--- src/design/periodic_tricubic_upsampler_top_defines.svh ---
// Assertion helpers for the RTL
`ifndef PERIODIC_TRICUBIC_UPSAMPLER_TOP_DEFINES_SVH
`define PERIODIC_TRICUBIC_UPSAMPLER_TOP_DEFINES_SVH

// checked outside reset
`define PTU_ASSERT(name, prop, msg) \
  name: assert property (@(posedge clk_i) disable iff (!rst_ni) prop) else $error(msg);

// checked on every edge, reset included
`define PTU_ASSERT_ALWAYS(name, prop, msg) \
  name: assert property (@(posedge clk_i) prop) else $error(msg);

`endif

--- src/design/ptu_pkg.sv ---
`default_nettype none
package ptu_pkg;

  localparam int CW     = 7;   // coordinate width
  localparam int SW     = 5;   // effective scale width (up to 15)
  localparam int WW     = 18;  // signed Q2.16 weight
  localparam int DIV_NW = 31;  // divider dividend
  localparam int DIV_DW = 14;  // divider divisor / remainder
  localparam int DIV_QW = 17;  // divider quotient
  localparam int DIV_CNTW = 5;

  localparam logic FUNC_WRITE = 1'b0;
  localparam logic FUNC_QUERY = 1'b1;

  localparam logic [1:0] CFG_GRID_X = 2'd0;
  localparam logic [1:0] CFG_GRID_Y = 2'd1;
  localparam logic [1:0] CFG_GRID_Z = 2'd2;
  localparam logic [1:0] CFG_SCALE  = 2'd3;

  localparam logic [1:0] AXIS_X = 2'd0;
  localparam logic [1:0] AXIS_Y = 2'd1;
  localparam logic [1:0] AXIS_Z = 2'd2;

  typedef enum logic [3:0] {
    S_IDLE, S_CHK, S_DIVC_GO, S_DIVC_WT, S_NUM1, S_NUM2, S_DIVW_GO, S_DIVW_WT,
    S_RUNZ, S_GAPY, S_RUNY, S_GAPX, S_RUNX, S_DRAIN, S_DONE
  } state_e;

  typedef enum logic [1:0] {OP_Z, OP_Y, OP_X} op_e;

  typedef struct packed {
    logic       capture;
    logic       wr_req;
    logic       div_start;
    logic       div_wgt;
    logic [1:0] axis;
    logic [1:0] wk;
    logic       store_coord;
    logic       store_weight;
    logic       num1;
    logic       num2;
    logic       clr_acc;
    logic       op_valid;
    op_e        op;
    logic [1:0] q;
    logic [1:0] o;
    logic [1:0] p;
    logic       load_out;
  } cmd_t;

  typedef struct packed {
    logic div_busy;
    logic div_done;
    logic bad_query;
    logic out_free;
  } sts_t;

  // (base - 1 + ofs) mod n, periodic neighbor index
  function automatic logic [CW-1:0] wrap_idx(input logic [CW-1:0] base,
                                             input logic [1:0] ofs,
                                             input logic [CW-1:0] n);
    logic [CW+1:0] v;
    v = {2'b0, base} + {2'b0, n} + {{CW{1'b0}}, ofs} - (CW+2)'(1);
    for (int j = 0; j < 4; j++) begin
      if (v >= {2'b0, n}) v = v - {2'b0, n};
    end
    return v[CW-1:0];
  endfunction

endpackage
`default_nettype wire

--- src/design/ptu_ctrl.sv ---
`default_nettype none
`include "periodic_tricubic_upsampler_top_defines.svh"
module ptu_ctrl (
  input  wire logic          clk_i,
  input  wire logic          rst_ni,
  input  wire logic          in_valid_i,
  input  wire logic          func_i,
  output logic               in_stall_o,
  output ptu_pkg::cmd_t      cmd_o,
  input  wire ptu_pkg::sts_t sts_i
);
  ptu_pkg::state_e state_q, state_d;
  logic [1:0] axis_q, axis_d, k_q, k_d, q_q, q_d, o_q, o_d, p_q, p_d;
  logic       drn_q, drn_d;

  always_comb begin
    state_d = state_q;
    axis_d  = axis_q;
    k_d     = k_q;
    q_d     = q_q;
    o_d     = o_q;
    p_d     = p_q;
    drn_d   = drn_q;
    case (state_q)
      ptu_pkg::S_IDLE: begin
        if (in_valid_i && func_i == ptu_pkg::FUNC_QUERY) state_d = ptu_pkg::S_CHK;
      end
      ptu_pkg::S_CHK: begin
        if (sts_i.bad_query) begin
          state_d = ptu_pkg::S_DONE;
        end else begin
          axis_d  = ptu_pkg::AXIS_X;
          state_d = ptu_pkg::S_DIVC_GO;
        end
      end
      ptu_pkg::S_DIVC_GO: state_d = ptu_pkg::S_DIVC_WT;
      ptu_pkg::S_DIVC_WT: begin
        if (sts_i.div_done) state_d = ptu_pkg::S_NUM1;
      end
      ptu_pkg::S_NUM1: state_d = ptu_pkg::S_NUM2;
      ptu_pkg::S_NUM2: begin
        k_d     = 2'd0;
        state_d = ptu_pkg::S_DIVW_GO;
      end
      ptu_pkg::S_DIVW_GO: state_d = ptu_pkg::S_DIVW_WT;
      ptu_pkg::S_DIVW_WT: begin
        if (sts_i.div_done) begin
          if (k_q == 2'd3) begin
            if (axis_q == ptu_pkg::AXIS_Z) begin
              q_d     = 2'd0;
              o_d     = 2'd0;
              p_d     = 2'd0;
              state_d = ptu_pkg::S_RUNZ;
            end else begin
              axis_d  = axis_q + 2'd1;
              state_d = ptu_pkg::S_DIVC_GO;
            end
          end else begin
            k_d     = k_q + 2'd1;
            state_d = ptu_pkg::S_DIVW_GO;
          end
        end
      end
      ptu_pkg::S_RUNZ: begin
        if (q_q == 2'd3) begin
          q_d     = 2'd0;
          state_d = ptu_pkg::S_GAPY;
        end else begin
          q_d = q_q + 2'd1;
        end
      end
      ptu_pkg::S_GAPY: state_d = ptu_pkg::S_RUNY;
      ptu_pkg::S_RUNY: begin
        if (o_q == 2'd3) begin
          o_d     = 2'd0;
          state_d = ptu_pkg::S_GAPX;
        end else begin
          o_d     = o_q + 2'd1;
          state_d = ptu_pkg::S_RUNZ;
        end
      end
      ptu_pkg::S_GAPX: state_d = ptu_pkg::S_RUNX;
      ptu_pkg::S_RUNX: begin
        if (p_q == 2'd3) begin
          drn_d   = 1'b0;
          state_d = ptu_pkg::S_DRAIN;
        end else begin
          p_d     = p_q + 2'd1;
          state_d = ptu_pkg::S_RUNZ;
        end
      end
      ptu_pkg::S_DRAIN: begin
        if (drn_q) state_d = ptu_pkg::S_DONE;
        else drn_d = 1'b1;
      end
      ptu_pkg::S_DONE: begin
        if (sts_i.out_free) state_d = ptu_pkg::S_IDLE;
      end
      default: state_d = ptu_pkg::S_IDLE;
    endcase
  end

  always_comb begin
    in_stall_o          = state_q != ptu_pkg::S_IDLE;
    cmd_o               = '0;
    cmd_o.capture       = state_q == ptu_pkg::S_IDLE && in_valid_i;
    cmd_o.wr_req        = cmd_o.capture && func_i == ptu_pkg::FUNC_WRITE;
    cmd_o.div_start     = state_q == ptu_pkg::S_DIVC_GO || state_q == ptu_pkg::S_DIVW_GO;
    cmd_o.div_wgt       = state_q == ptu_pkg::S_DIVW_GO;
    cmd_o.axis          = axis_q;
    cmd_o.wk            = k_q;
    cmd_o.store_coord   = state_q == ptu_pkg::S_DIVC_WT && sts_i.div_done;
    cmd_o.store_weight  = state_q == ptu_pkg::S_DIVW_WT && sts_i.div_done;
    cmd_o.num1          = state_q == ptu_pkg::S_NUM1;
    cmd_o.num2          = state_q == ptu_pkg::S_NUM2;
    cmd_o.clr_acc       = state_q == ptu_pkg::S_CHK;
    cmd_o.q             = q_q;
    cmd_o.o             = o_q;
    cmd_o.p             = p_q;
    cmd_o.load_out      = state_q == ptu_pkg::S_DONE && sts_i.out_free;
    case (state_q)
      ptu_pkg::S_RUNZ: begin
        cmd_o.op_valid = 1'b1;
        cmd_o.op       = ptu_pkg::OP_Z;
      end
      ptu_pkg::S_RUNY: begin
        cmd_o.op_valid = 1'b1;
        cmd_o.op       = ptu_pkg::OP_Y;
      end
      ptu_pkg::S_RUNX: begin
        cmd_o.op_valid = 1'b1;
        cmd_o.op       = ptu_pkg::OP_X;
      end
      default: begin
        cmd_o.op_valid = 1'b0;
        cmd_o.op       = ptu_pkg::OP_Z;
      end
    endcase
  end

  always_ff @(posedge clk_i or negedge rst_ni) begin
    if (!rst_ni) begin
      state_q <= ptu_pkg::S_IDLE;
      axis_q  <= '0;
      k_q     <= '0;
      q_q     <= '0;
      o_q     <= '0;
      p_q     <= '0;
      drn_q   <= 1'b0;
    end else begin
      state_q <= state_d;
      axis_q  <= axis_d;
      k_q     <= k_d;
      q_q     <= q_d;
      o_q     <= o_d;
      p_q     <= p_d;
      drn_q   <= drn_d;
    end
  end

  `PTU_ASSERT(a_div_start_idle, cmd_o.div_start |-> !sts_i.div_busy, "divider restarted while busy")
  `PTU_ASSERT(a_mac_no_div, cmd_o.op_valid |-> !sts_i.div_busy, "MAC issued during weight setup")
  `PTU_ASSERT(a_stall_after_query, $rose(in_stall_o) |-> $past(in_valid_i), "stall without a transfer")
  `PTU_ASSERT_ALWAYS(a_reset_idle, !rst_ni |=> !in_stall_o, "not idle after reset")
endmodule
`default_nettype wire

--- config.mk ---
export PLATFORM = sky130hd
export DESIGN_NAME = ptu_ctrl
export DESIGN_NICKNAME = d
export VERILOG_FILES = /design/src/design/ptu_pkg.sv /design/src/design/ptu_ctrl.sv
export VERILOG_INCLUDE_DIRS = /design/src /design/src/design
export SDC_FILE = /design/constraint.sdc
export NUM_CORES = 1
export LEC_CHECK = 0
export BUFFER_PORTS_ARGS = -buffer_cell sky130_fd_sc_hd__buf_2
export CAP_MARGIN = 20
export CORE_ASPECT_RATIO = 0.8
export CORE_UTILIZATION = 50
export CTS_BUF_LIST = sky130_fd_sc_hd__clkbuf_16
export CTS_CLUSTER_SIZE = 14
export DETAILED_ROUTE_END_ITERATION = 8
export PLACE_DENSITY = 0.76
export SYNTH_ARGS = -nofsm -noshare
export SYNTH_HDL_FRONTEND = slang
export SYNTH_SLANG_ARGS = --single-unit
--- constraint.sdc ---
create_clock -name clk_i -period 2.2 [get_ports clk_i]
set_clock_uncertainty 0.15 [all_clocks]
set_input_delay 0.33 -clock clk_i [delete_from_list [all_inputs] [get_ports clk_i]]
set_output_delay 0.33 -clock clk_i [all_outputs]
set_load 0.05 [all_outputs]
==> impl_metrics.csv <==
group,metric,value,unit
outcome,status,"complete, no violations",
grt,gr-total-overflow,0,
grt,grt_max_degree,16,
logic_synthesis,ys_warn_count,0,
sta,final.setup.tns,0,ps
critical_path,cp_data_required_time,1720,ps
clocking,cts-root-buf,"clkbuf_16",
place,portBuffers,30,
detailed_routing,first_pass_iters,4,
logic_synthesis,synthArstFlopShare,1.00,
place,place_ws,192,ps
power,leakage,0.667,nW
detailed_routing,ant_nets,0,
final_layout,fin_nets,176,
critical_path,cp_max_fo,13,
clocking,cts_tree,"yes",
logic_synthesis,synth_top_area_cell,"dfrtp_1",
logic_synthesis,syn_area,0.00115,sq mm
critical_path,crit_chain,"nor4_4, and2_2, nor2b_4, clkbuf_4",
floorplan,start_util,0.531,
clocking,cts_sinks,15,
final_layout,multi_input_area,731,sq um
place,place_congestion,0.867,
logic_synthesis,syn_nets,144,
place,dpl.hpwl,1930,um
sta,tightest_slew,457,ps
detailed_routing,drc,0,
grt,antenna_found_initial,0,
sta,period_share,0.954,
sta,fmax,476,MHz
logic_synthesis,synth-edff-count,0,
detailed_routing,wl_met1,1180,um
place,dpl_cell_area,0.00134,sq mm
sta,rsz0062_at_grt,"no",
sta,setup-violations-final,0,
floorplan,die_x,55.5,um
detailed_routing,routedWlPerCell,14.0,um
min_path,hold_path.class,"in2reg",
job,maxCapViolCount,0,
final_layout,stdcell_area,0.00144,sq mm
floorplan,pin_count,32,
critical_path,crit_arrival,1620,ps
critical_path,critPathMaxStageDelay,510,ps
power,pwr_density_cell,1400,mW/mm^2
critical_path,cp_top_family,"simple AND/OR/NAND/NOR gates",
final_layout,layout-drive-gt1-share,0.354,
clocking,cts_setup_buffers,0,
logic_synthesis,syn_avg_cell_area,8.82,sq um
sta,layout_setup_ws,100,ps
detailed_routing,highest_layer,"met4",
critical_path,crit_path_top_delay_cell,"dfrtp_2",
critical_path,crit_path_start_kind,"flop",
critical_path,cp-end-kind,"output pin",
floorplan,rows,15,
clocking,ctsHtreeMaxLevel,1,
detailed_routing,dr_wl_met2,1230,um
sta,hold_viol,0,
grt,track_usage,0.233,
final_layout,fillerInstances,176,
detailed_routing,drt-initial-drc-count,40,
final_layout,area_growth,25.9,%
logic_synthesis,yosys.area.top_type_share,0.328,
critical_path,critPathKind,"reg2out",
logic_synthesis,ys_top_cells_by_area,"dfrtp_1 (33%), ha_1 (6.6%), a22o_1 (5.3%)",
clocking,clk_latency,250,ps
logic_synthesis,ys_seq_area_frac,0.328,
detailed_routing,vias,1085,
sta,relSlewSlack,0.695,
logic_synthesis,synthCells,130,
final_layout,seqCellArea,378,sq um
sta,finalMaxSlewViolations,0,
logic_synthesis,synth-seq-cells,15,
grt,grt_pass1_vias,992,
logic_synthesis,synth_ff_type,"dfrtp_1",
logic_synthesis,synth_common_cells,"dfrtp_1 (15), nand2_1 (11), nor2_1 (10), a21oi_1 (9)",
critical_path,critical_path_buf_inv_count,1,
clocking,clk_path_buf_depth,2,
detailed_routing,wl,2610,um
grt,grt_pass1_wl,4440,um
clocking,cts_buffers,3,
power,vdd_drop_max,1.05,mV
final_layout,antenna-diode-count,0,
floorplan,die_h,44.8,um
detailed_routing,dr_wl_met3,159,um
logic_synthesis,synth.most_common_cell,"dfrtp_1",
floorplan,coreArea,0.00216,sq mm
floorplan,dieArea,0.00249,sq mm
sta,fin_crit,2100,ps
clocking,clkSlewWorstSetupHoldPaths,50,ps
sta,hold_ws,279,ps
power,p_total,0.00202,W
logic_synthesis,ys_types,41,
detailed_routing,viasPerCell,5.83,
[cells in the final DEF, fill, tap and decap left out, types with 2 or more instances in the layout]
cell	count
ha_1	6
clkbuf_16	3
nand3b_1	2
o211ai_1	3
a21oi_1	9
nor3_2	4
nor2_1	10
o21ai_0	5
inv_1	4
dfrtp_1	13
a22o_1	7
a21o_1	2
buf_2	29
nand2b_1	7
a31oi_1	2
o2bb2ai_1	2
buf_4	6
o21ai_1	3
nor3_1	2
nand2_1	11
o21ai_2	2
dfrtp_2	2
nand3_1	2
and2_1	2
[logic make-up after synthesis]
group,after synthesis,synth area share
buf+inv,14,0.0688
simple gates,55,0.297
fa+ha+maj,6,0.0655
compound gates,40,0.241
flops,15,0.328
[metal layers]
metal  up-vias  GRT usage
li1        539          -
met1       506      0.301
met2        35      0.388
met3         5     0.0688
met4         0     0.0650
met5         -          0
[sequential cells by signal, summed over array words and instances (netlist names)]
register / flops
state_q: 4
axis_q: 2
k_q: 2
o_q: 2
p_q: 2
q_q: 2
drn_q: 1
[cell type report]
cell class / count / share of cell area
multi-input cells: 101 / 0.507
flip-flops and latches: 15 / 0.262
repair buffers: 37 / 0.144
clock buffers: 3 / 0.0520
well taps: 25 / 0.0217
inverters: 4 / 0.0104
clock inverters: 1 / 0.00347
[per-stage QoR]
stage / cells / utilization
3_3_place_gp: 181 / 0.620
3_5_place_dp: 181 / 0.620
2_1_floorplan: 130 / -
4_1_cts: 186 / 0.667
6_report: 186 / 0.668
5_1_grt: 186 / 0.668
[path summary, 6_finish.rpt]
check | startpoint | to | slack [ps] | cells past startpoint
max in group asynchronous | rst_ni | state_q[2] | 1230 | 2
min reg2reg | drn_q | drn_q | 350 | 2
min | sts_i[2] | k_q[1] | 280 | 3
max | state_q[1] | cmd_o[21] | 100 | 4
min in group asynchronous | rst_ni | o_q[0] | 380 | 2
max reg2reg | state_q[1] | state_q[2] | 350 | 5
[power by group]
part	internal [W]	leakage [nW]	switching (W)
combinational	0.000376	0.447	0.000763
clock	0.000243	0.0409	0.000120
sequential	0.000369	0.180	0.000153
total	0.000988	0.667	0.00104
[tightest hold or removal path: cells and delay by family]
family / cells / cell delay (ps)
AOI/OAI and AO/OA: 1 / 60
and+or+nand+nor: 1 / 90
buffers and inverters: 1 / 150
[repair_timing]
item,in CTS,in global routing
hold buffers,1,0
gates resized for setup,2,2
endpoints found under the hold margin,15,0
setup endpoints to repair,1,2
cloned,0,0
No activity file was read; power rests on OpenSTA's default activity.
