## config.mk

```make
export PLATFORM = sky130hd
export DESIGN_NAME = ptu_datapath
export DESIGN_NICKNAME = d
export VERILOG_FILES = /design/src/design/periodic_tricubic_upsampler_top_defines.svh /design/src/design/ptu_pkg.sv /design/src/design/ptu_div.sv /design/src/design/ptu_datapath.sv
export SDC_FILE = /design/constraint.sdc
export NUM_CORES = 2
export LEC_CHECK = 0
export BUFFER_PORTS_ARGS = -buffer_cell sky130_fd_sc_hd__buf_4
export CAP_MARGIN = 20
export CORE_MARGIN = 4
export CORE_UTILIZATION = 35
export DETAILED_ROUTE_END_ITERATION = 16
export SLEW_MARGIN = 25
export SYNTH_ARGS = -nofsm -noshare
export SYNTH_HDL_FRONTEND = slang
export SYNTH_SLANG_ARGS = --single-unit
```

## constraint.sdc

```tcl
create_clock -name clk_i -period 9.4 [get_ports clk_i]
set_input_delay 0.47 -clock clk_i [delete_from_list [all_inputs] [get_ports clk_i]]
set_output_delay 0.47 -clock clk_i [all_outputs]
set_load 0.02 [all_outputs]
```

## src/design/periodic_tricubic_upsampler_top_defines.svh

```systemverilog
// Assertion helpers for the RTL
`ifndef PERIODIC_TRICUBIC_UPSAMPLER_TOP_DEFINES_SVH
`define PERIODIC_TRICUBIC_UPSAMPLER_TOP_DEFINES_SVH

// checked outside reset
`define PTU_ASSERT(name, prop, msg) \
  name: assert property (@(posedge clk_i) disable iff (!rst_ni) prop) else $error(msg);

// checked on every edge, reset included
`define PTU_ASSERT_ALWAYS(name, prop, msg) \
  name: assert property (@(posedge clk_i) prop) else $error(msg);

`endif

```

## src/design/ptu_pkg.sv

```systemverilog
`default_nettype none
package ptu_pkg;

  localparam int CW     = 7;   // coordinate width
  localparam int SW     = 5;   // effective scale width (up to 15)
  localparam int WW     = 18;  // signed Q2.16 weight
  localparam int DIV_NW = 31;  // divider dividend
  localparam int DIV_DW = 14;  // divider divisor / remainder
  localparam int DIV_QW = 17;  // divider quotient
  localparam int DIV_CNTW = 5;

  localparam logic FUNC_WRITE = 1'b0;
  localparam logic FUNC_QUERY = 1'b1;

  localparam logic [1:0] CFG_GRID_X = 2'd0;
  localparam logic [1:0] CFG_GRID_Y = 2'd1;
  localparam logic [1:0] CFG_GRID_Z = 2'd2;
  localparam logic [1:0] CFG_SCALE  = 2'd3;

  localparam logic [1:0] AXIS_X = 2'd0;
  localparam logic [1:0] AXIS_Y = 2'd1;
  localparam logic [1:0] AXIS_Z = 2'd2;

  typedef enum logic [3:0] {
    S_IDLE, S_CHK, S_DIVC_GO, S_DIVC_WT, S_NUM1, S_NUM2, S_DIVW_GO, S_DIVW_WT,
    S_RUNZ, S_GAPY, S_RUNY, S_GAPX, S_RUNX, S_DRAIN, S_DONE
  } state_e;

  typedef enum logic [1:0] {OP_Z, OP_Y, OP_X} op_e;

  typedef struct packed {
    logic       capture;
    logic       wr_req;
    logic       div_start;
    logic       div_wgt;
    logic [1:0] axis;
    logic [1:0] wk;
    logic       store_coord;
    logic       store_weight;
    logic       num1;
    logic       num2;
    logic       clr_acc;
    logic       op_valid;
    op_e        op;
    logic [1:0] q;
    logic [1:0] o;
    logic [1:0] p;
    logic       load_out;
  } cmd_t;

  typedef struct packed {
    logic div_busy;
    logic div_done;
    logic bad_query;
    logic out_free;
  } sts_t;

  // (base - 1 + ofs) mod n, periodic neighbor index
  function automatic logic [CW-1:0] wrap_idx(input logic [CW-1:0] base,
                                             input logic [1:0] ofs,
                                             input logic [CW-1:0] n);
    logic [CW+1:0] v;
    v = {2'b0, base} + {2'b0, n} + {{CW{1'b0}}, ofs} - (CW+2)'(1);
    for (int j = 0; j < 4; j++) begin
      if (v >= {2'b0, n}) v = v - {2'b0, n};
    end
    return v[CW-1:0];
  endfunction

endpackage
`default_nettype wire

```

## src/design/ptu_div.sv

```systemverilog
`default_nettype none
// Restoring divider, one quotient bit per cycle. Dividend must satisfy
// num >> DIV_QW < den.
module ptu_div (
  input  wire logic                        clk_i,
  input  wire logic                        rst_ni,
  input  wire logic                        start_i,
  input  wire logic [ptu_pkg::DIV_NW-1:0]  num_i,
  input  wire logic [ptu_pkg::DIV_DW-1:0]  den_i,
  output logic                             busy_o,
  output logic                             done_o,
  output logic      [ptu_pkg::DIV_QW-1:0]  quo_o,
  output logic      [ptu_pkg::DIV_DW-1:0]  rem_o
);
  localparam int NW = ptu_pkg::DIV_NW;
  localparam int DW = ptu_pkg::DIV_DW;
  localparam int QW = ptu_pkg::DIV_QW;
  localparam int CNW = ptu_pkg::DIV_CNTW;

  logic           busy_q, busy_d, done_q, done_d;
  logic [CNW-1:0] cnt_q, cnt_d;
  logic [DW-1:0]  rem_q, den_q;
  logic [QW-1:0]  quo_q;
  logic [DW:0]    trial, diff;
  logic           ge;

  assign trial = {rem_q, quo_q[QW-1]};
  assign ge    = trial >= {1'b0, den_q};
  assign diff  = trial - {1'b0, den_q};

  always_comb begin
    busy_d = busy_q;
    done_d = 1'b0;
    cnt_d  = cnt_q;
    if (start_i) begin
      busy_d = 1'b1;
      cnt_d  = CNW'(QW);
    end else if (busy_q) begin
      cnt_d = cnt_q - CNW'(1);
      if (cnt_q == CNW'(1)) begin
        busy_d = 1'b0;
        done_d = 1'b1;
      end
    end
  end

  always_ff @(posedge clk_i or negedge rst_ni) begin
    if (!rst_ni) begin
      busy_q <= 1'b0;
      done_q <= 1'b0;
      cnt_q  <= '0;
    end else begin
      busy_q <= busy_d;
      done_q <= done_d;
      cnt_q  <= cnt_d;
    end
  end

  always_ff @(posedge clk_i) begin
    if (start_i) begin
      rem_q <= num_i[NW-1:QW];
      quo_q <= num_i[QW-1:0];
      den_q <= den_i;
    end else if (busy_q) begin
      rem_q <= ge ? diff[DW-1:0] : trial[DW-1:0];
      quo_q <= {quo_q[QW-2:0], ge};
    end
  end

  assign busy_o = busy_q;
  assign done_o = done_q;
  assign quo_o  = quo_q;
  assign rem_o  = rem_q;
endmodule
`default_nettype wire

```

## src/design/ptu_datapath.sv

```systemverilog
`default_nettype none
module ptu_datapath #(
  parameter int MAX_AXIS  = 16,
  parameter int MAX_SCALE = 8,
  parameter int AXW       = 4,
  parameter int AW        = 12
) (
  input  wire logic                      clk_i,
  input  wire logic                      rst_ni,
  input  wire ptu_pkg::cmd_t             cmd_i,
  output ptu_pkg::sts_t                  sts_o,
  input  wire logic [ptu_pkg::CW-1:0]    coord_x_i,
  input  wire logic [ptu_pkg::CW-1:0]    coord_y_i,
  input  wire logic [ptu_pkg::CW-1:0]    coord_z_i,
  input  wire logic signed [31:0]        sample_value_i,
  input  wire logic                      cfg_we_i,
  input  wire logic [1:0]                cfg_index_i,
  input  wire logic [4:0]                cfg_data_i,
  output logic                           ram_we_o,
  output logic      [AW-1:0]             ram_addr_o,
  output logic      [31:0]               ram_wdata_o,
  input  wire logic [31:0]               ram_rdata_i,
  output logic                           out_valid_o,
  input  wire logic                      out_stall_i,
  output logic signed [31:0]             interpolated_value_o,
  output logic                           query_status_o
);
  localparam int CW = ptu_pkg::CW;
  localparam int SW = ptu_pkg::SW;
  localparam int WW = ptu_pkg::WW;

  // configuration
  logic [4:0] gsx_q, gsy_q, gsz_q;
  logic [3:0] scale_q;

  always_ff @(posedge clk_i or negedge rst_ni) begin
    if (!rst_ni) begin
      gsx_q   <= 5'd16;
      gsy_q   <= 5'd16;
      gsz_q   <= 5'd16;
      scale_q <= 4'd2;
    end else if (cfg_we_i) begin
      case (cfg_index_i)
        ptu_pkg::CFG_GRID_X: gsx_q   <= cfg_data_i;
        ptu_pkg::CFG_GRID_Y: gsy_q   <= cfg_data_i;
        ptu_pkg::CFG_GRID_Z: gsz_q   <= cfg_data_i;
        ptu_pkg::CFG_SCALE:  scale_q <= cfg_data_i[3:0];
        default: ;
      endcase
    end
  end

  logic [CW-1:0] nx, ny, nz;
  logic [SW-1:0] s;

  function automatic logic [CW-1:0] clamp_axis(input logic [4:0] v);
    if (v == 5'd0) return CW'(1);
    if (int'(v) > MAX_AXIS) return CW'(MAX_AXIS);
    return {2'b0, v};
  endfunction

  always_comb begin
    nx = clamp_axis(gsx_q);
    ny = clamp_axis(gsy_q);
    nz = clamp_axis(gsz_q);
    if (scale_q == 4'd0) s = SW'(1);
    else if (int'(scale_q) > MAX_SCALE) s = SW'(MAX_SCALE);
    else s = {1'b0, scale_q};
  end

  // item capture and range checks
  logic [CW-1:0] cx_q, cy_q, cz_q;
  always_ff @(posedge clk_i) begin
    if (cmd_i.capture) begin
      cx_q <= coord_x_i;
      cy_q <= coord_y_i;
      cz_q <= coord_z_i;
    end
  end

  logic [11:0] bnd_x, bnd_y, bnd_z;
  logic        bad, wr_ok;
  assign bnd_x = 12'(nx) * 12'(s);
  assign bnd_y = 12'(ny) * 12'(s);
  assign bnd_z = 12'(nz) * 12'(s);
  assign bad   = {5'b0, cx_q} >= bnd_x || {5'b0, cy_q} >= bnd_y || {5'b0, cz_q} >= bnd_z;
  assign wr_ok = coord_x_i < nx && coord_y_i < ny && coord_z_i < nz;

  // divider: coordinate split, then weights
  logic [CW-1:0] ix_q, iy_q, iz_q, ccur;
  logic [SW-1:0] dcur_q, e;
  logic [8:0]    e2_q, de_q, d2_q, ss_q;
  logic [13:0]   n_q [4];
  logic [13:0]   den_q, s3;
  logic [9:0]    mid1, mid2;
  logic [ptu_pkg::DIV_NW-1:0] div_num, wnum;
  logic [ptu_pkg::DIV_DW-1:0] div_den, div_rem;
  logic [ptu_pkg::DIV_QW-1:0] div_quo;
  logic          div_busy, div_done;
  logic signed [WW-1:0] wx_q [4], wy_q [4], wz_q [4], wnew;

  always_comb begin
    case (cmd_i.axis)
      ptu_pkg::AXIS_X: ccur = cx_q;
      ptu_pkg::AXIS_Y: ccur = cy_q;
      default:         ccur = cz_q;
    endcase
  end

  assign wnum    = {1'b0, n_q[cmd_i.wk], 16'b0} + {17'b0, den_q[13:1]};
  assign div_num = cmd_i.div_wgt ? wnum : {{(ptu_pkg::DIV_NW-CW){1'b0}}, ccur};
  assign div_den = cmd_i.div_wgt ? den_q : {{(ptu_pkg::DIV_DW-SW){1'b0}}, s};

  ptu_div u_div (
    .clk_i   (clk_i),
    .rst_ni  (rst_ni),
    .start_i (cmd_i.div_start),
    .num_i   (div_num),
    .den_i   (div_den),
    .busy_o  (div_busy),
    .done_o  (div_done),
    .quo_o   (div_quo),
    .rem_o   (div_rem)
  );

  assign e    = s - dcur_q;
  assign mid1 = {e2_q, 1'b0} + 10'(de_q) * 10'd6 + {1'b0, d2_q};
  assign mid2 = {1'b0, e2_q} + 10'(de_q) * 10'd6 + {d2_q, 1'b0};
  assign s3   = 14'(ss_q) * 14'(s);
  // first and last taps are non-positive
  assign wnew = (cmd_i.wk == 2'd0 || cmd_i.wk == 2'd3) ? -$signed({1'b0, div_quo})
                                                       : $signed({1'b0, div_quo});

  always_ff @(posedge clk_i) begin
    if (cmd_i.store_coord) begin
      dcur_q <= div_rem[SW-1:0];
      case (cmd_i.axis)
        ptu_pkg::AXIS_X: ix_q <= div_quo[CW-1:0];
        ptu_pkg::AXIS_Y: iy_q <= div_quo[CW-1:0];
        default:         iz_q <= div_quo[CW-1:0];
      endcase
    end
    if (cmd_i.num1) begin
      e2_q <= 9'(e) * 9'(e);
      de_q <= 9'(dcur_q) * 9'(e);
      d2_q <= 9'(dcur_q) * 9'(dcur_q);
      ss_q <= 9'(s) * 9'(s);
    end
    if (cmd_i.num2) begin
      n_q[0] <= 14'(dcur_q) * 14'(e2_q);
      n_q[1] <= 14'(mid1) * 14'(e);
      n_q[2] <= 14'(mid2) * 14'(dcur_q);
      n_q[3] <= 14'(d2_q) * 14'(e);
      den_q  <= {s3[12:0], 1'b0};
    end
    if (cmd_i.store_weight) begin
      case (cmd_i.axis)
        ptu_pkg::AXIS_X: wx_q[cmd_i.wk] <= wnew;
        ptu_pkg::AXIS_Y: wy_q[cmd_i.wk] <= wnew;
        default:         wz_q[cmd_i.wk] <= wnew;
      endcase
    end
  end

  // memory port: writes in idle, neighborhood reads during a query
  logic [CW-1:0] gx, gy, gz;
  assign gx = ptu_pkg::wrap_idx(ix_q, cmd_i.p, nx);
  assign gy = ptu_pkg::wrap_idx(iy_q, cmd_i.o, ny);
  assign gz = ptu_pkg::wrap_idx(iz_q, cmd_i.q, nz);

  assign ram_we_o    = cmd_i.wr_req && wr_ok;
  assign ram_wdata_o = sample_value_i;
  assign ram_addr_o  = cmd_i.wr_req
      ? {coord_z_i[AXW-1:0], coord_y_i[AXW-1:0], coord_x_i[AXW-1:0]}
      : {gz[AXW-1:0], gy[AXW-1:0], gx[AXW-1:0]};

  // MAC pipeline: issue -> operand select/multiply -> accumulate
  logic            s1_v_q, s2_v_q;
  ptu_pkg::op_e    s1_op_q, s2_op_q;
  logic [1:0]      s1_idx_q;
  logic signed [39:0] ma;
  logic signed [WW-1:0] mb;
  logic signed [57:0] prod_q;
  logic signed [51:0] zsum_q, zinc;
  logic signed [55:0] ysum_q, yinc;
  logic signed [59:0] acc_q, ainc;
  logic signed [35:0] zr;
  logic signed [39:0] yr;
  logic signed [43:0] fr;
  logic signed [31:0] sat;

  assign zinc = zsum_q + 52'sd32768;
  assign zr   = zinc[51:16];
  assign yinc = ysum_q + 56'sd32768;
  assign yr   = yinc[55:16];
  assign ainc = acc_q + 60'sd32768;
  assign fr   = ainc[59:16];

  always_comb begin
    case (s1_op_q)
      ptu_pkg::OP_Z: begin
        ma = {{8{ram_rdata_i[31]}}, ram_rdata_i};
        mb = wz_q[s1_idx_q];
      end
      ptu_pkg::OP_Y: begin
        ma = {{4{zr[35]}}, zr};
        mb = wy_q[s1_idx_q];
      end
      ptu_pkg::OP_X: begin
        ma = yr;
        mb = wx_q[s1_idx_q];
      end
      default: begin
        ma = '0;
        mb = '0;
      end
    endcase
  end

  always_ff @(posedge clk_i or negedge rst_ni) begin
    if (!rst_ni) begin
      s1_v_q <= 1'b0;
      s2_v_q <= 1'b0;
    end else begin
      s1_v_q <= cmd_i.op_valid;
      s2_v_q <= s1_v_q;
    end
  end

  always_ff @(posedge clk_i) begin
    s1_op_q <= cmd_i.op;
    case (cmd_i.op)
      ptu_pkg::OP_Z: s1_idx_q <= cmd_i.q;
      ptu_pkg::OP_Y: s1_idx_q <= cmd_i.o;
      default:       s1_idx_q <= cmd_i.p;
    endcase
    s2_op_q <= s1_op_q;
    prod_q  <= ma * mb;

    // an axis sum is cleared as it is handed on to the next stage
    if (cmd_i.clr_acc || (s1_v_q && s1_op_q == ptu_pkg::OP_Y)) zsum_q <= '0;
    else if (s2_v_q && s2_op_q == ptu_pkg::OP_Z) zsum_q <= zsum_q + $signed(prod_q[51:0]);

    if (cmd_i.clr_acc || (s1_v_q && s1_op_q == ptu_pkg::OP_X)) ysum_q <= '0;
    else if (s2_v_q && s2_op_q == ptu_pkg::OP_Y) ysum_q <= ysum_q + $signed(prod_q[55:0]);

    if (cmd_i.clr_acc) acc_q <= '0;
    else if (s2_v_q && s2_op_q == ptu_pkg::OP_X) acc_q <= acc_q + {{2{prod_q[57]}}, prod_q};
  end

  always_comb begin
    if (fr > 44'sd2147483647) sat = 32'sh7fffffff;
    else if (fr < -44'sd2147483648) sat = 32'sh80000000;
    else sat = fr[31:0];
  end

  // result register
  logic               out_valid_q;
  logic signed [31:0] out_val_q;
  logic               out_stat_q;
  logic               out_free;
  assign out_free = !out_valid_q || !out_stall_i;

  always_ff @(posedge clk_i or negedge rst_ni) begin
    if (!rst_ni) out_valid_q <= 1'b0;
    else if (cmd_i.load_out) out_valid_q <= 1'b1;
    else if (!out_stall_i) out_valid_q <= 1'b0;
  end

  always_ff @(posedge clk_i) begin
    if (cmd_i.load_out) begin
      out_val_q  <= bad ? 32'sd0 : sat;
      out_stat_q <= bad;
    end
  end

  assign out_valid_o          = out_valid_q;
  assign interpolated_value_o = out_val_q;
  assign query_status_o       = out_stat_q;

  assign sts_o.div_busy  = div_busy;
  assign sts_o.div_done  = div_done;
  assign sts_o.bad_query = bad;
  assign sts_o.out_free  = out_free;
endmodule
`default_nettype wire

```

==> flow_summary.toml <==
[status]
outcome = "complete, but fails checks"
violations = "negative setup slack"

[synthesis]
yosys.area_share.simple_pct = 15.42
yosysMostFrequentCell = "inv_1"
muxShareOfSynthArea_pct = 3.480
synth_flop_cell = "edfxtp_1"
yosys.area_share.xor_xnor_pct = 5.265
synthArstFlopShare_pct = 4.131
synth_commonest_cells = "inv_1 (1167), nand2_1 (1120), fa_1 (850)"
synthAdderAreaFrac_pct = 32.73
synth.distinct_cells = 106
yosysTopAreaCellShare_pct = 21.81
synth_top_cell_by_area = "fa_1"
synth_seq_area_share_pct = 23.86
yosysWarnings = 0
synth_compound_area_share_pct = 11.82
synthCells = 8413
synth_top_family_by_area = "adder cells"
yosys-top-cells-area = "fa_1 (22%), edfxtp_1 (17%), ha_1 (11%)"
synth_seq_cells = 702
synth-edff-count = 441
syn-cell-area_mm2 = 0.07802
avgSynthCellArea_um2 = 9.273

[cts]
htreeDepth = 3
ctsRootBufferMaster = "clkbuf_16"
clock_sinks = 702
cts_made_buffers = 80
tritoncts = "done"
clk_pin_slew_worst_paths_ps = 60
cts.path.max_buffers = 3
clk_latency_ps = 720

[global_routing]
grt_max_degree = 81
grt_first_pass_wirelength_um = 351900
antenna_found_initial = 6
grt_usage_pct = 19.09
grt_overflow = 0
grt_pass1_vias = 63100

[detailed_routing]
vias = 61390
drc = 0
vias_per_cell = 5.182
drt-initial-drc-count = 4161
wirelength_um = 221700
routedWlPerCell_um = 18.72
antenna_left = 0
dr.pass1.iters = 5

[floorplan]
pin_count = 202
die_height_um = 480.1
rows = 173
die_w_um = 480.1
core-area_mm2 = 0.2221
initial_core_util_pct = 35.13
dieArea_mm2 = 0.2305

[place]
hpwl_um = 173300
portBuffers = 137
place_congestion = 0.9170
placed_area_mm2 = 0.08492

[sta]
slew_viol_final = 0
period_share_pct = 110.5
max_slew_margin_pct = 29.04
min_period_ps = 10380
rsz0062_at_grt = "yes"
setup-violations-final = 12
tightest_slew_ps = 1064
max_freq_mhz = 96.31
hold_ws_ps = 71.76
fin_ws_ps = -983.0
timing.clock.skew_ps = 61.33
hold_violations = 0

[setup_path]
crit_type = "reg -> out"
end_kind = "primary output"
crit_path_max_incr_delay_ps = 630
cp_slowest_cell = "dfstp_2"
cp_max_fo = 6
start_kind = "register"
required_ps = 8930
arrival_ps = 9910
cp_common_cell = "ha_4"

[cells_and_area]
nets = 10450
fillers = 21900
drive_gt1_share_pct = 12.79
design_area_mm2 = 0.08972
areaGrowthSynthToFinish_pct = 14.99

[job]
cap_viol_max_count = 0

[hold_path]
hold_class = "in -> reg"
-- registers in the layout (all words and copies together) (netlist names), 7 cells and up, named ones only --
name / count
iy_q: 7
zsum_q: 52
wz_q: 72
u_div.rem_o: 14
cy_q: 7
u_div.quo_o: 17
ss_q: 8
de_q: 9
ix_q: 7
n_q: 54
acc_q: 60
cx_q: 7
cz_q: 7
den_q: 13
u_div.den_q: 14
e2_q: 8
wx_q: 72
ysum_q: 56
interpolated_value_o: 32
iz_q: 7
wy_q: 72
d2_q: 8
prod_q: 58
-- critical path: cells and delay by family, from the launching register on --
| family | cells | cell delay (ps) |
|---|---|---|
| AOI/OAI and AO/OA | 14 | 2370 |
| adders and majority gates | 8 | 2330 |
| buffers and inverters | 6 | 450 |
| DFF | 1 | 630 |
| muxes | 4 | 1260 |
| and+or+nand+nor | 14 | 2130 |
-- cell usage in the layout (no fill, tap or decap), types with 250 or more instances in the layout --
cell and instances:
inv_1 1150, nand2_1 1119, fa_1 847, ha_1 648
buf_4 570, a21oi_1 486, nor2_1 443, edfxtp_1 441
xnor2_1 282, o21ai_0 250
-- cells by family (layout without fill, tap and decap cells) --
group / count (synthesis) / in the layout
flops: 702 / 702
fa+ha+maj: 1531 / 1531
xor+xnor: 469 / 469
simple gates: 2572 / 2572
compound gates: 1454 / 1454
mux: 181 / 181
buf+inv: 1502 / 1948
other cells: 2 / 16
-- path summary, 6_finish.rpt --
kind	startpoint	cells after the start	end	slack, ps
max in group asynchronous	rst_ni	2	out_valid_o	8670
hold / removal	cmd_i[14]	1	dcur_q[2]	70
setup reg to reg	zsum_q[22]	33	prod_q[55]	410
hold reg to reg	acc_q[2]	2	acc_q[2]	450
setup / recovery	gsy_q[4]	46	ram_addr_o[4]	-980
min in group asynchronous	rst_ni	2	gsz_q[0]	290
-- per-stage QoR --
| step | util, % | cells | worst slack (ps) | setup TNS, ps |
|---|---|---|---|---|
| after floorplan | - | 8425 | -258.6 | -948.5 |
| final | 40.40 | 11850 | -983.0 | -6445 |
| after detailed placement | 38.24 | 11570 | -467.0 | -4593 |
| after global routing | 40.39 | 11850 | -1465 | -12380 |
| after global placement | 38.23 | 11570 | -450.3 | -2218 |
| after CTS | 40.17 | 11830 | -911.8 | -7420 |
-- final cells by class --
class | count | area (um^2) | share of cell area [%]
inverter | 1167 | 4390 | 4.894
clock inverter | 47 | 645.6 | 0.7196
multi-input combinational | 6221 | 55060 | 61.37
sequential | 702 | 18630 | 20.77
clock buffer | 102 | 2187 | 2.438
tap | 2975 | 3722 | 4.149
antenna | 2 | 5.005 | 0.005578
timing repair buffer | 632 | 5075 | 5.657
-- routing by layer --
layer | up-vias | GRT usage (%) | share of wire [%]
li1 | 28720 | - | -
met5 | - | 0 | 0.015
met1 | 30670 | 24.88 | 43
met2 | 1631 | 32.91 | 49
met3 | 365 | 2.870 | 5.6
met4 | 6 | 5.325 | 3.1
-- what timing repair did --
item | in CTS | in global routing
endpoints found under the hold margin | 52 | 0
buffers inserted | 83 | 18
hold buffers | 27 | 0
pin swaps | 89 | 60
setup endpoints to repair | 13 | 21
gates resized for setup | 109 | 68
Power is not shown: default switching activity piles up to over one toggle a cycle in this logic, so the estimate is an artifact.
